--- src/hdl/stack_queue_deque_engine_defines.svh ---
`ifndef STACK_QUEUE_DEQUE_ENGINE_DEFINES_SVH
`define STACK_QUEUE_DEQUE_ENGINE_DEFINES_SVH

// Check that cons holds in the same cycle as ante.
`define SQDE_ASSERT_IMP(lbl, clk, rst, ante, cons) \
   lbl: assert property (@(posedge clk) disable iff (rst) (ante) |-> (cons)) \
      else $error("sqde assertion failed");

// Check that cons holds in the cycle after ante.
`define SQDE_ASSERT_NXT(lbl, clk, rst, ante, cons) \
   lbl: assert property (@(posedge clk) disable iff (rst) (ante) |=> (cons)) \
      else $error("sqde assertion failed");

`endif

--- src/hdl/sqde_pkg.sv ---
`default_nettype none

package sqde_pkg;

   // Store geometry
   localparam int DEPTH       = 32;
   localparam int MAX_RESULTS = 32;
   localparam int DATA_W      = 32;
   localparam int INDEX_W     = (DEPTH > 1) ? $clog2(DEPTH) : 1;
   localparam int COUNT_W     = $clog2(DEPTH + 1);
   localparam int RESULT_W    = $clog2(MAX_RESULTS + 1);
   localparam int CMP_W       = (COUNT_W > RESULT_W) ? COUNT_W : RESULT_W;

   localparam logic [INDEX_W-1:0] LAST_INDEX = INDEX_W'(DEPTH - 1);
   localparam logic [COUNT_W-1:0] FULL_COUNT = COUNT_W'(DEPTH);

   // Request codes
   typedef enum logic [2:0] {
      REQ_PUSH  = 3'd0,
      REQ_POP   = 3'd1,
      REQ_PEEK  = 3'd2,
      REQ_SWAP  = 3'd3,
      REQ_PRINT = 3'd4
   } req_code_type;

   // Result status codes
   typedef enum logic [1:0] {
      STAT_OK    = 2'd0,
      STAT_EMPTY = 2'd1,
      STAT_SHORT = 2'd2,
      STAT_FULL  = 2'd3
   } status_type;

   // Controller states
   typedef enum logic [2:0] {
      ST_IDLE,
      ST_PEEK_WAIT,
      ST_SWAP_RD,
      ST_SWAP_WRT,
      ST_SWAP_WRB,
      ST_PRINT
   } state_type;

   // Ring index one slot up
   function automatic logic [INDEX_W-1:0] step_up(input logic [INDEX_W-1:0] x);
      step_up = (x == LAST_INDEX) ? '0 : INDEX_W'(x + 1'b1);
   endfunction

   // Ring index one slot down
   function automatic logic [INDEX_W-1:0] step_down(input logic [INDEX_W-1:0] x);
      step_down = (x == '0) ? LAST_INDEX : INDEX_W'(x - 1'b1);
   endfunction

endpackage

`default_nettype wire

--- src/hdl/sqde_ram.sv ---
`default_nettype none

module sqde_ram #(
   parameter int WIDTH = 32,
   parameter int DEPTH = 32
) (
   input  wire logic                                   clock,
   input  wire logic                                   wr_en,
   input  wire logic [((DEPTH > 1) ? $clog2(DEPTH) : 1)-1:0] wr_addr,
   input  wire logic [WIDTH-1:0]                       wr_data,
   input  wire logic                                   rd_en,
   input  wire logic [((DEPTH > 1) ? $clog2(DEPTH) : 1)-1:0] rd_addr,
   output logic      [WIDTH-1:0]                       rd_data
);

   logic [WIDTH-1:0] mem_ff [DEPTH];
   logic [WIDTH-1:0] rd_data_ff;

   // Write one entry, read one entry with a registered output
   always_ff @(posedge clock) begin
      if (wr_en) begin
         mem_ff[wr_addr] <= wr_data;
      end
      if (rd_en) begin
         rd_data_ff <= mem_ff[rd_addr];
      end
   end

   assign rd_data = rd_data_ff;

endmodule

`default_nettype wire

--- src/hdl/stack_queue_deque_engine.sv ---
// Double-ended stack/queue of signed 32-bit entries held in one single-port-per-
// direction RAM (one read and one write per cycle, registered read output).
// A request is taken when start is high and busy is low; every result appears
// on the rsp_ ports for exactly one cycle with rsp_strobe high, and the
// receiver cannot stall it, so it must take each result as it comes. Results
// come in the cycle after the cycle that produces them. Push, pop, full, empty
// and short errors answer from the idle state; peek does one RAM read; swap
// does two reads and two writes through the one write port; print-all does one
// RAM read per emitted entry and emits the entries from top to bottom,
// at most 32 entries. Unused request codes are taken and give no result.
// The queue_mode register is written through the csr_ channel, which is
// always ready; write it only while the block is idle.
`default_nettype none
`include "stack_queue_deque_engine_defines.svh"

module stack_queue_deque_engine
   import sqde_pkg::*;
(
   input  wire logic                     clock,
   input  wire logic                     reset,
   input  wire logic                     start,
   output logic                          busy,
   input  wire logic [2:0]               req_type,
   input  wire logic signed [DATA_W-1:0] req_push_value,
   output logic                          rsp_strobe,
   output logic signed [DATA_W-1:0]      rsp_value,
   output logic [1:0]                    rsp_status,
   output logic                          rsp_last,
   input  wire logic                     csr_valid,
   output logic                          csr_ready,
   input  wire logic                     csr_queue_mode
);

   state_type state_ff, state_in;

   logic [INDEX_W-1:0]  top_ff, top_in;
   logic [INDEX_W-1:0]  bottom_ff, bottom_in;
   logic [COUNT_W-1:0]  count_ff, count_in;
   logic                mode_ff;
   logic [INDEX_W-1:0]  pos_ff, pos_in;
   logic [RESULT_W-1:0] rem_ff, rem_in;
   logic [DATA_W-1:0]   tmp_ff, tmp_in;

   logic                rsp_strobe_ff, rsp_strobe_in;
   logic [DATA_W-1:0]   rsp_value_ff, rsp_value_in;
   status_type          rsp_status_ff, rsp_status_in;
   logic                rsp_last_ff, rsp_last_in;

   logic                accept;
   logic                is_empty;
   logic                is_full;
   logic                has_two;
   logic [CMP_W-1:0]    print_wide;
   logic [RESULT_W-1:0] print_n;

   logic                mem_wr_en;
   logic [INDEX_W-1:0]  mem_wr_addr;
   logic [DATA_W-1:0]   mem_wr_data;
   logic                mem_rd_en;
   logic [INDEX_W-1:0]  mem_rd_addr;
   logic [DATA_W-1:0]   mem_rd_data;

   // Entry store
   sqde_ram #(
      .WIDTH (DATA_W),
      .DEPTH (DEPTH)
   ) u_store (
      .clock   (clock),
      .wr_en   (mem_wr_en),
      .wr_addr (mem_wr_addr),
      .wr_data (mem_wr_data),
      .rd_en   (mem_rd_en),
      .rd_addr (mem_rd_addr),
      .rd_data (mem_rd_data)
   );

   // Decode handshake and fill level
   assign busy       = (state_ff != ST_IDLE);
   assign accept     = start && !busy;
   assign csr_ready  = 1'b1;
   assign is_empty   = (count_ff == '0);
   assign is_full    = (count_ff >= FULL_COUNT);
   assign has_two    = (count_ff >= COUNT_W'(2));
   assign print_wide = CMP_W'(count_ff);
   assign print_n    = (print_wide > CMP_W'(MAX_RESULTS)) ? RESULT_W'(MAX_RESULTS)
                                                          : RESULT_W'(print_wide);

   // Next state
   always_comb begin
      state_in = state_ff;
      unique case (state_ff)
         ST_IDLE: begin
            if (accept) begin
               unique case (req_type)
                  REQ_PEEK:  if (!is_empty) state_in = ST_PEEK_WAIT;
                  REQ_SWAP:  if (has_two)   state_in = ST_SWAP_RD;
                  REQ_PRINT: if (!is_empty) state_in = ST_PRINT;
                  default:   state_in = ST_IDLE;
               endcase
            end
         end
         ST_PEEK_WAIT: state_in = ST_IDLE;
         ST_SWAP_RD:   state_in = ST_SWAP_WRT;
         ST_SWAP_WRT:  state_in = ST_SWAP_WRB;
         ST_SWAP_WRB:  state_in = ST_IDLE;
         ST_PRINT: begin
            if (rem_ff == RESULT_W'(1)) state_in = ST_IDLE;
         end
         default: state_in = ST_IDLE;
      endcase
   end

   // Datapath, memory access and results
   always_comb begin
      top_in        = top_ff;
      bottom_in     = bottom_ff;
      count_in      = count_ff;
      pos_in        = pos_ff;
      rem_in        = rem_ff;
      tmp_in        = tmp_ff;
      rsp_strobe_in = 1'b0;
      rsp_value_in  = '0;
      rsp_status_in = STAT_OK;
      rsp_last_in   = 1'b1;
      mem_wr_en     = 1'b0;
      mem_wr_addr   = top_ff;
      mem_wr_data   = req_push_value;
      mem_rd_en     = 1'b0;
      mem_rd_addr   = top_ff;

      unique case (state_ff)
         ST_IDLE: begin
            if (accept) begin
               unique case (req_type)
                  REQ_PUSH: begin
                     rsp_strobe_in = 1'b1;
                     if (is_full) begin
                        rsp_status_in = STAT_FULL;
                     end else begin
                        mem_wr_en = 1'b1;
                        count_in  = COUNT_W'(count_ff + 1'b1);
                        if (is_empty) begin
                           bottom_in   = top_ff;
                           mem_wr_addr = top_ff;
                        end else if (!mode_ff) begin
                           top_in      = step_up(top_ff);
                           mem_wr_addr = step_up(top_ff);
                        end else begin
                           bottom_in   = step_down(bottom_ff);
                           mem_wr_addr = step_down(bottom_ff);
                        end
                     end
                  end
                  REQ_POP: begin
                     rsp_strobe_in = 1'b1;
                     if (is_empty) begin
                        rsp_status_in = STAT_EMPTY;
                     end else begin
                        count_in = COUNT_W'(count_ff - 1'b1);
                        if (count_ff == COUNT_W'(1)) begin
                           bottom_in = top_ff;
                        end else begin
                           top_in = step_down(top_ff);
                        end
                     end
                  end
                  REQ_PEEK: begin
                     if (is_empty) begin
                        rsp_strobe_in = 1'b1;
                        rsp_status_in = STAT_EMPTY;
                     end else begin
                        mem_rd_en = 1'b1;
                     end
                  end
                  REQ_SWAP: begin
                     if (!has_two) begin
                        rsp_strobe_in = 1'b1;
                        rsp_status_in = STAT_SHORT;
                     end else begin
                        mem_rd_en = 1'b1;
                        pos_in    = step_down(top_ff);
                     end
                  end
                  REQ_PRINT: begin
                     if (!is_empty) begin
                        mem_rd_en = 1'b1;
                        pos_in    = step_down(top_ff);
                        rem_in    = print_n;
                     end
                  end
                  default: begin
                     rsp_strobe_in = 1'b0;
                  end
               endcase
            end
         end
         ST_PEEK_WAIT: begin
            rsp_strobe_in = 1'b1;
            rsp_value_in  = mem_rd_data;
         end
         ST_SWAP_RD: begin
            // hold the top entry, fetch the one below
            tmp_in      = mem_rd_data;
            mem_rd_en   = 1'b1;
            mem_rd_addr = pos_ff;
         end
         ST_SWAP_WRT: begin
            mem_wr_en   = 1'b1;
            mem_wr_addr = top_ff;
            mem_wr_data = mem_rd_data;
         end
         ST_SWAP_WRB: begin
            mem_wr_en     = 1'b1;
            mem_wr_addr   = pos_ff;
            mem_wr_data   = tmp_ff;
            rsp_strobe_in = 1'b1;
         end
         ST_PRINT: begin
            // emit current entry, advance toward the bottom
            rsp_strobe_in = 1'b1;
            rsp_value_in  = mem_rd_data;
            rsp_last_in   = (rem_ff == RESULT_W'(1));
            if (rem_ff != RESULT_W'(1)) begin
               mem_rd_en   = 1'b1;
               mem_rd_addr = pos_ff;
               pos_in      = step_down(pos_ff);
               rem_in      = RESULT_W'(rem_ff - 1'b1);
            end
         end
         default: begin
            rsp_strobe_in = 1'b0;
         end
      endcase
   end

   // Control registers
   always_ff @(posedge clock) begin
      if (reset) begin
         state_ff      <= ST_IDLE;
         top_ff        <= '0;
         bottom_ff     <= '0;
         count_ff      <= '0;
         mode_ff       <= 1'b0;
         rem_ff        <= '0;
         rsp_strobe_ff <= 1'b0;
      end else begin
         state_ff      <= state_in;
         top_ff        <= top_in;
         bottom_ff     <= bottom_in;
         count_ff      <= count_in;
         rem_ff        <= rem_in;
         rsp_strobe_ff <= rsp_strobe_in;
         if (csr_valid && csr_ready) begin
            mode_ff <= csr_queue_mode;
         end
      end
   end

   // Payload registers
   always_ff @(posedge clock) begin
      pos_ff        <= pos_in;
      tmp_ff        <= tmp_in;
      rsp_value_ff  <= rsp_value_in;
      rsp_status_ff <= rsp_status_in;
      rsp_last_ff   <= rsp_last_in;
   end

   assign rsp_strobe = rsp_strobe_ff;
   assign rsp_value  = rsp_value_ff;
   assign rsp_status = rsp_status_ff;
   assign rsp_last   = rsp_last_ff;

   // Checks
   `SQDE_ASSERT_IMP(a_count_bound, clock, reset, 1'b1, count_ff <= FULL_COUNT)
   `SQDE_ASSERT_IMP(a_empty_ends_meet, clock, reset, count_ff == '0, top_ff == bottom_ff)
   `SQDE_ASSERT_IMP(a_mid_print, clock, reset, rsp_strobe_ff && !rsp_last_ff,
                    state_ff == ST_PRINT)
   `SQDE_ASSERT_NXT(a_busy_count_hold, clock, reset, state_ff != ST_IDLE, $stable(count_ff))

endmodule

`default_nettype wire
--- config.mk ---
export PLATFORM = sky130hd
export DESIGN_NAME = stack_queue_deque_engine
export DESIGN_NICKNAME = d
export VERILOG_FILES = /design/src/hdl/sqde_pkg.sv /design/src/hdl/sqde_ram.sv /design/src/hdl/stack_queue_deque_engine.sv
export VERILOG_INCLUDE_DIRS = /design/src /design/src/hdl
export SDC_FILE = /design/constraint.sdc
export NUM_CORES = 1
export LEC_CHECK = 0
export BUFFER_PORTS_ARGS = -buffer_cell sky130_fd_sc_hd__buf_2
export CORE_ASPECT_RATIO = 0.7
export CORE_UTILIZATION = 56
export CTS_BUF_LIST = sky130_fd_sc_hd__clkbuf_16
export CTS_CLUSTER_DIAMETER = 40
export DETAILED_ROUTE_END_ITERATION = 6
export PLACE_DENSITY = 0.75
export SYNTH_ARGS = -nofsm -noshare
export SYNTH_HDL_FRONTEND = slang
export SYNTH_SLANG_ARGS = --single-unit
--- constraint.sdc ---
create_clock -name clock -period 5.1 [get_ports clock]
set_input_delay 0.51 -clock clock [delete_from_list [all_inputs] [get_ports clock]]
set_output_delay 0.51 -clock clock [all_outputs]
set_load 0.01 [all_outputs]
Word-level counts from Yosys, hierarchy flattened
Memories as Yosys holds them, arrays and structs flattened. A register that Yosys moved wholly into a read port is not among the register bits.
Index checks and enable logic that the tools add are counted.
{ "word_totals": {"ff_bits": 99, "n_memories": 1, "wordCells": 144, "ramBits": 1024} }
{ "op_classes": {"n_eq_ne": 29, "magnitude_cmp": 3, "reduce_logical": 24, "n_addsub": 7, "n_mux": 68} }
{ "mem_list": {"columns": ["name", "words", "word_bits", "read_ports", "rd_ports_with_merged_regs", "write_ports", "line", "rtl"], "rows": [
  ["u_store.mem_ff", 32, 32, 1, 1, 1, "sqde_ram.sv:16", "logic [WIDTH-1:0] mem_ff [DEPTH];"]
]} }
{ "ops": {"columns": ["cell", "count"], "rows": [
  ["5-bit two-way mux", 24],
  ["32-bit case mux with 2 select lines", 1],
  ["5-bit case mux with 2 select lines", 6],
  ["6-bit two-way mux", 7],
  ["6-bit case mux with 2 select lines", 2],
  ["2-bit inequality test, second input constant", 11],
  ["5-bit logical NOT", 3],
  ["3-bit two-way mux", 5],
  ["5-bit AND reduction", 3],
  ["5-bit by 1-bit subtractor with 5-bit output, second input constant", 3],
  ["1-bit two-way mux", 13],
  ["3-bit by 2-bit equality test with 1-bit output, second input constant", 4],
  ["6-bit by 1-bit equality test with 1-bit output, second input constant", 2],
  ["3-bit inequality test, second input constant", 4],
  ["3-bit case mux with 4 select lines", 1],
  ["6-bit by 1-bit subtractor with 6-bit output, second input constant", 2],
  ["2-bit OR reduction", 5],
  ["3-bit equality test, second input constant", 3],
  ["3-bit case mux with 3 select lines", 1],
  ["8-bit AND reduction", 1],
  ["7-bit AND reduction", 1],
  ["6-bit by 1-bit adder with 6-bit output, second input constant", 1],
  ["3-bit by 1-bit equality test with 1-bit output, second input constant", 2],
  ["6-bit by 2-bit greater-or-equal comparator with 1-bit output, second input constant", 1],
  ["19 further kinds", 25]
]} }

Depth between registers and ports, before layout
{ "depth": {"depth_word": 8, "depth_mapped": 13, "ltp_nobuf": 10} }

Hierarchy
A second synthesis with hierarchy kept.
{ "hier_totals": {"cells_unflattened": 2815, "area_unflattened_um2": 45825.2} }
{ "by_module_without_submodules": {"columns": ["module", "cells_per_inst", "n_inst", "area_each_um2", "seq_area_each_um2"], "rows": [
  ["sqde_ram", 2260, 1, 40812.9, 31710.4],
  ["stack_queue_deque_engine", 555, 1, 5012.3, 2352.3]
]} }

Worst setup path before layout
OpenSTA, ideal clock, no wires.
{ "synth_path": {"path_kind": "input to register", "from": "input req_type[2]", "to": "memory u_store.mem_ff[10][0] (enable)", "n_path_buf": 2, "setup_time_ps": 461, "path_slack_ps": 70, "cell_stages": 8, "arrival_time_ps": 4569, "path_cell_list": "clkbuf_1 -> or3b_1 -> a2111oi_4 -> o211ai_1 -> o21ai_0 -> o221ai_1 -> clkbuf_1 -> nor3_1"} }
{ "synth_between": {"elab_chain_cells": 6, "word_cells_on_any_way": 9} }
{ "synth_lines": {"columns": ["element", "line", "rtl"], "rows": [
  ["start: declaration", "stack_queue_deque_engine.sv:23", "input wire logic [2:0] req_type,"],
  ["3-bit logical NOT (*)", "stack_queue_deque_engine.sv:134", "unique case (req_type)"],
  ["1-bit two-way mux", "stack_queue_deque_engine.sv:134", null],
  ["1-bit two-way mux", "stack_queue_deque_engine.sv:133", "if (accept) begin"],
  ["1-bit case mux with 2 select lines", "stack_queue_deque_engine.sv:131", "unique case (state_ff)"],
  ["1-bit two-way mux", "sqde_ram.sv:21", "if (wr_en) begin"],
  ["1-bit two-way mux (not written as such)", "sqde_ram.sv:22", "mem_ff[wr_addr] <= wr_data;"],
  ["end: declaration", "sqde_ram.sv:16", null]
]} }
Every way passes the cells marked *; elsewhere a longest branch is shown, timed or not.

Worst setup path in the final report
{ "layout_path": {"from": "register state_ff[2]", "to": "register u_store.rd_data_ff[18], in the netlist u_store.rd_data[18], read port of u_store.mem_ff, data pin"} }
{ "layout_between": {"elab_chain_cells": 5, "word_cells_on_any_way": 9} }
{ "layout_lines": {"columns": ["element", "line", "rtl"], "rows": [
  ["start: declaration", "stack_queue_deque_engine.sv:34", "state_type state_ff, state_in;"],
  ["start signal: assignment", "stack_queue_deque_engine.sv:247", "state_ff <= state_in;"],
  ["3-bit nonzero test", "stack_queue_deque_engine.sv:78", "assign busy = (state_ff != ST_IDLE);"],
  ["1-bit logical NOT", "stack_queue_deque_engine.sv:79", "assign accept = start && !busy;"],
  ["1-bit logical AND", "stack_queue_deque_engine.sv:79", null],
  ["1-bit two-way mux", "stack_queue_deque_engine.sv:133", null],
  ["1-bit case mux with 3 select lines", "stack_queue_deque_engine.sv:131", null],
  ["end: declaration", "sqde_ram.sv:17", "logic [WIDTH-1:0] rd_data_ff;"]
]} }
Several ways; a longest one is shown, not always the timed one.
A chain may end at the register's enable or synchronous reset.

==> metrics.md <==
| Metric | Value |
|---|---|
| Mapped Nets | `about 3000` |
| CP arrival | `4.77 ns` |
| Final min period | `4.23 ns` |
| Slew @ Worst Pin | `between 1 and 1.5 ns` |
| Chain of cells forming the critical path | `and3b_1 -> o21a_1 -> buf_4 -> o211a_4 -> buf_4 -> nand2_1 -> a32oi_1 -> nand4_1 -> nor2_1` |
| Pleak | `~17 nW` |
| Min-delay worst type | `in -> reg` |
| Post-synthesis sequential area ratio | `75.1%` |
| H-tree depth | `3` |
| Residual DRC count | `24` |
| DIE AREA | `~0.082 mm²` |
| Clk sinks | `1155` |
| Post-CTS Resized | `0` |
| Slew margin rel. | `~14%` |
| Multiplexer share of the synthesized area | `5.81%` |
| Max Fclk | `0.236 GHz` |
| Area grow syn2layout | `12.5%` |
| R2R Path Start | `state_ff[2]` |
| Kind of critical path | `reg -> reg` |
| Vias in the first global route | `between 20000 and 30000` |
| Dpl cell area | `approximately 0.047 mm²` |
| Crit path from | `state_ff[2]` |
| Num CTS Buffers | `around 110` |
| DR iter-0 viols | `roughly 4000` |
| Buffers on Ports | `76` |
| CP Capture Type | `flop` |
| Via count | `28258` |
| Die W | `between 300 and 400 µm` |
| Unique masters post-synth | `70` |
| Reg-to-Reg End | `u_store.rd_data[18]` |
| Worst Path Max Fanout | `50` |
| Largest cells by area after synthesis | `edfxtp_1 (72%), mux2i_1 (5.8%), nand2_1 (5.1%)` |
| Int Pwr | `around 15 mW` |
| End of the critical path | `u_store.rd_data[18]` |
| Worst reg2reg path depth | `9` |
| Pre-antenna DRT Iters | `7` |
| Unrepaired setup endpoints after global routing | `false` |
| Net Sw Frac | `21.6%` |
| Final Cycle Share | `between 80% and 90%` |
| GP Congestion | `around 0.9` |
| Average cell area after synthesis | `approximately 15 µm²` |
| Yosys top cell area share | `72.4%` |
| Switch Pwr | `around 4.2 mW` |
| # setup viols final | `0` |
| Startpoint types | `flop` |
| Post-synth EDFFs | `1093` |
| Main combinational cell family by area after synthesis | `simple AND/OR/NAND/NOR gates` |
| Setup TNS | `0 ns` |
| Wirelength, routed | `about 130 mm` |
| Gr usage total | `between 30% and 40%` |
| CTS tree | `built` |
| CP peak stage delay | `roughly 0.8 ns` |
| Die Height | `240 µm` |
| Gate count after technology mapping | `slightly below 3000` |
| Peak supply drop | `~0.33 mV` |
| Clk_lat worst skew | `between 0.7 and 0.8 ns` |
| Final Skew | `between 0.03 and 0.04 ns` |
| XOR/XNOR share of the synthesized area | `0.270%` |
| Final Instance Area | `a little over 0.05 mm²` |
| Total Nets Final | `around 3100` |
| Post-synthesis async set-or-reset flop share | `0%` |
| Synth Flop Type | `edfxtp_1` |
| Initial Utilization | `roughly 57%` |
| Outcome | `finished, violations left` |
| Commonest cells after routing, fill and taps aside | `edfxtp_1 (1093), nand2_1 (617), mux2i_1 (261)` |
| Comb power frac | `between 3 and 4%` |
| Final hold vios | `0` |
| Multi-input logic area | `between 0.01 and 0.015 mm²` |
| Part of the power in the clock network | `between 40% and 50%` |
| Wirelength per Cell | `roughly 30 µm` |
| IO Pins | `78` |
| Largest net degree at the start of global routing | `104` |
| Final Power | `roughly 20 mW` |
| Final ANT Viol Nets | `0` |
| Critical path required time | `about 5.6 ns` |
| Setup bufs post-CTS | `0` |
| FP Rows | `between 80 and 90` |
| Number of max-cap violations | `0` |
| Most frequent CP cell | `buf_4` |
| Failing checks | `DRC` |
| Sequential power share | `between 50 and 60%` |
| Clock transition at path regs | `0.07 ns` |
| Filler cells | `around 5400` |
| Layout cells sized above 1 | `a little over an eighth` |
| Clock Tree Root | `clkbuf_16` |
| Most common cell after layout, fill and taps aside | `edfxtp_1` |
| Detailed Place HPWL | `roughly 70 mm` |
| YS warnings | `0` |
| Detail-routed via count per cell | `between 6 and 7` |
| Compound-cell area share of the yosys netlist | `between 7 and 8%` |
| Total gr overflow | `0` |
| Simple-gate share of the synthesized area | `between 8 and 9%` |
| Adder-cell share of the synthesized area | `less than 1%` |
| PD cells | `roughly 380 mW/mm²` |
| R2R setup slack | `roughly 0.87 ns` |
| Hold Buf Count CTS | `0` |
| First-pass GRT wire length | `184 mm` |
| Post-Synthesis Cell Area | `~0.045 mm²` |
| Storage element area | `approximately 0.034 mm²` |
| Clock tree buffer depth | `3` |
| Yosys reg bits | `around 1200` |
| Initial antenna violation count | `2` |
| Max-slew violations | `0` |
| Core area | `approximately 0.079 mm²` |
| Synth area leader | `edfxtp_1` |
| Slowest stage cell on the critical path | `buf_4` |
[state kept, by name, indices dropped and copies added (netlist names)]
name / cells
count_ff: 6
pos_ff: 5
state_ff: 3
mode_ff: 1
bottom_ff: 5
tmp_ff: 32
rsp_status: 2
u_store.rd_data: 32
u_store.mem_ff: 1024
top_ff: 5
rsp_value: 32
rsp_strobe: 1
rsp_last: 1
rem_ff: 6
[critical path: cells and delay by family, from the launching register on]
kind,cells,cell delay [ns]
flops,1,0.62
compound gates,3,1.04
simple gates,4,1.15
buf+inv,2,1.13
[cell type report]
type                    instances  area share, %
repair buffers                163           2.39
multi-input cells            1596           20.7
clock buffers                 113           5.54
inverters                      16          0.118
diodes                          2        0.00981
clock inverters               100           1.88
well taps                    1056           2.59
flip-flops and latches       1155           66.8
[logic make-up after synthesis]
family,after synthesis
compound gates,417
simple gates,890
flops,1155
xor+xnor,14
mux,263
fa+ha+maj,11
other cells,1
buf+inv,194
[through the flow]
step / setup slack (ns) / hold WS [ns] / util, % / cells
after floorplan: 0.0702 / 0.440 / - / 2945
after global placement: 1.25 / 0.455 / 59.5 / 3986
after detailed placement: 1.02 / 0.458 / 59.5 / 3986
after CTS: 0.966 / 0.0637 / 64.2 / 4199
after global routing: 0.602 / 0.100 / 64.2 / 4199
final: 0.870 / 0.0786 / 64.2 / 4201
[synthesized netlist by cell type (8+ instances only)]
master    number
a32oi_1      258
nand3_1        9
a21oi_1       23
buf_4         17
ha_1          11
nor2_1        75
buf_2         67
nor3_1        49
dfxtp_1       62
xnor2_1       12
inv_1         14
and2_1        35
mux2i_1      261
nand2_1      617
a211oi_1       8
edfxtp_1    1093
buf_6         12
a22oi_1       37
clkbuf_1      75
nand4_1       68
o21ai_0       25
[power groups by stage]
stage          clock, mW  sequential [mW]  combinational [mW]
2_1_floorplan          0             10.7               0.398
3_3_place_gp           0             10.7               0.627
3_5_place_dp           0             10.7               0.653
4_1_cts             8.45             10.5               0.656
5_1_grt             8.85             10.5               0.709
6_report            8.40             10.5               0.667
[worst min path at each step]
stage                   startpoint           end  slack, ns  cells past startpoint
floorplan             bottom_ff[1]  bottom_ff[1]       0.44                      2
global placement      bottom_ff[1]  bottom_ff[1]       0.45                      2
detailed placement    bottom_ff[1]  bottom_ff[1]       0.46                      2
CTS                 csr_queue_mode       mode_ff       0.06                      3
global route        csr_queue_mode       mode_ff       0.10                      3
finish              csr_queue_mode       mode_ff       0.08                      3
[per-layer routing]
metal | wire [µm] | share of wire, % | track usage (%)
met4 | 5420 | 4.3 | 12.9
met1 | 49600 | 39 | 45.1
met5 | 8 | 0.0063 | 0
met2 | 54900 | 43 | 45.1
met3 | 17500 | 14 | 8.32
Power figures use the tool's default switching activity.
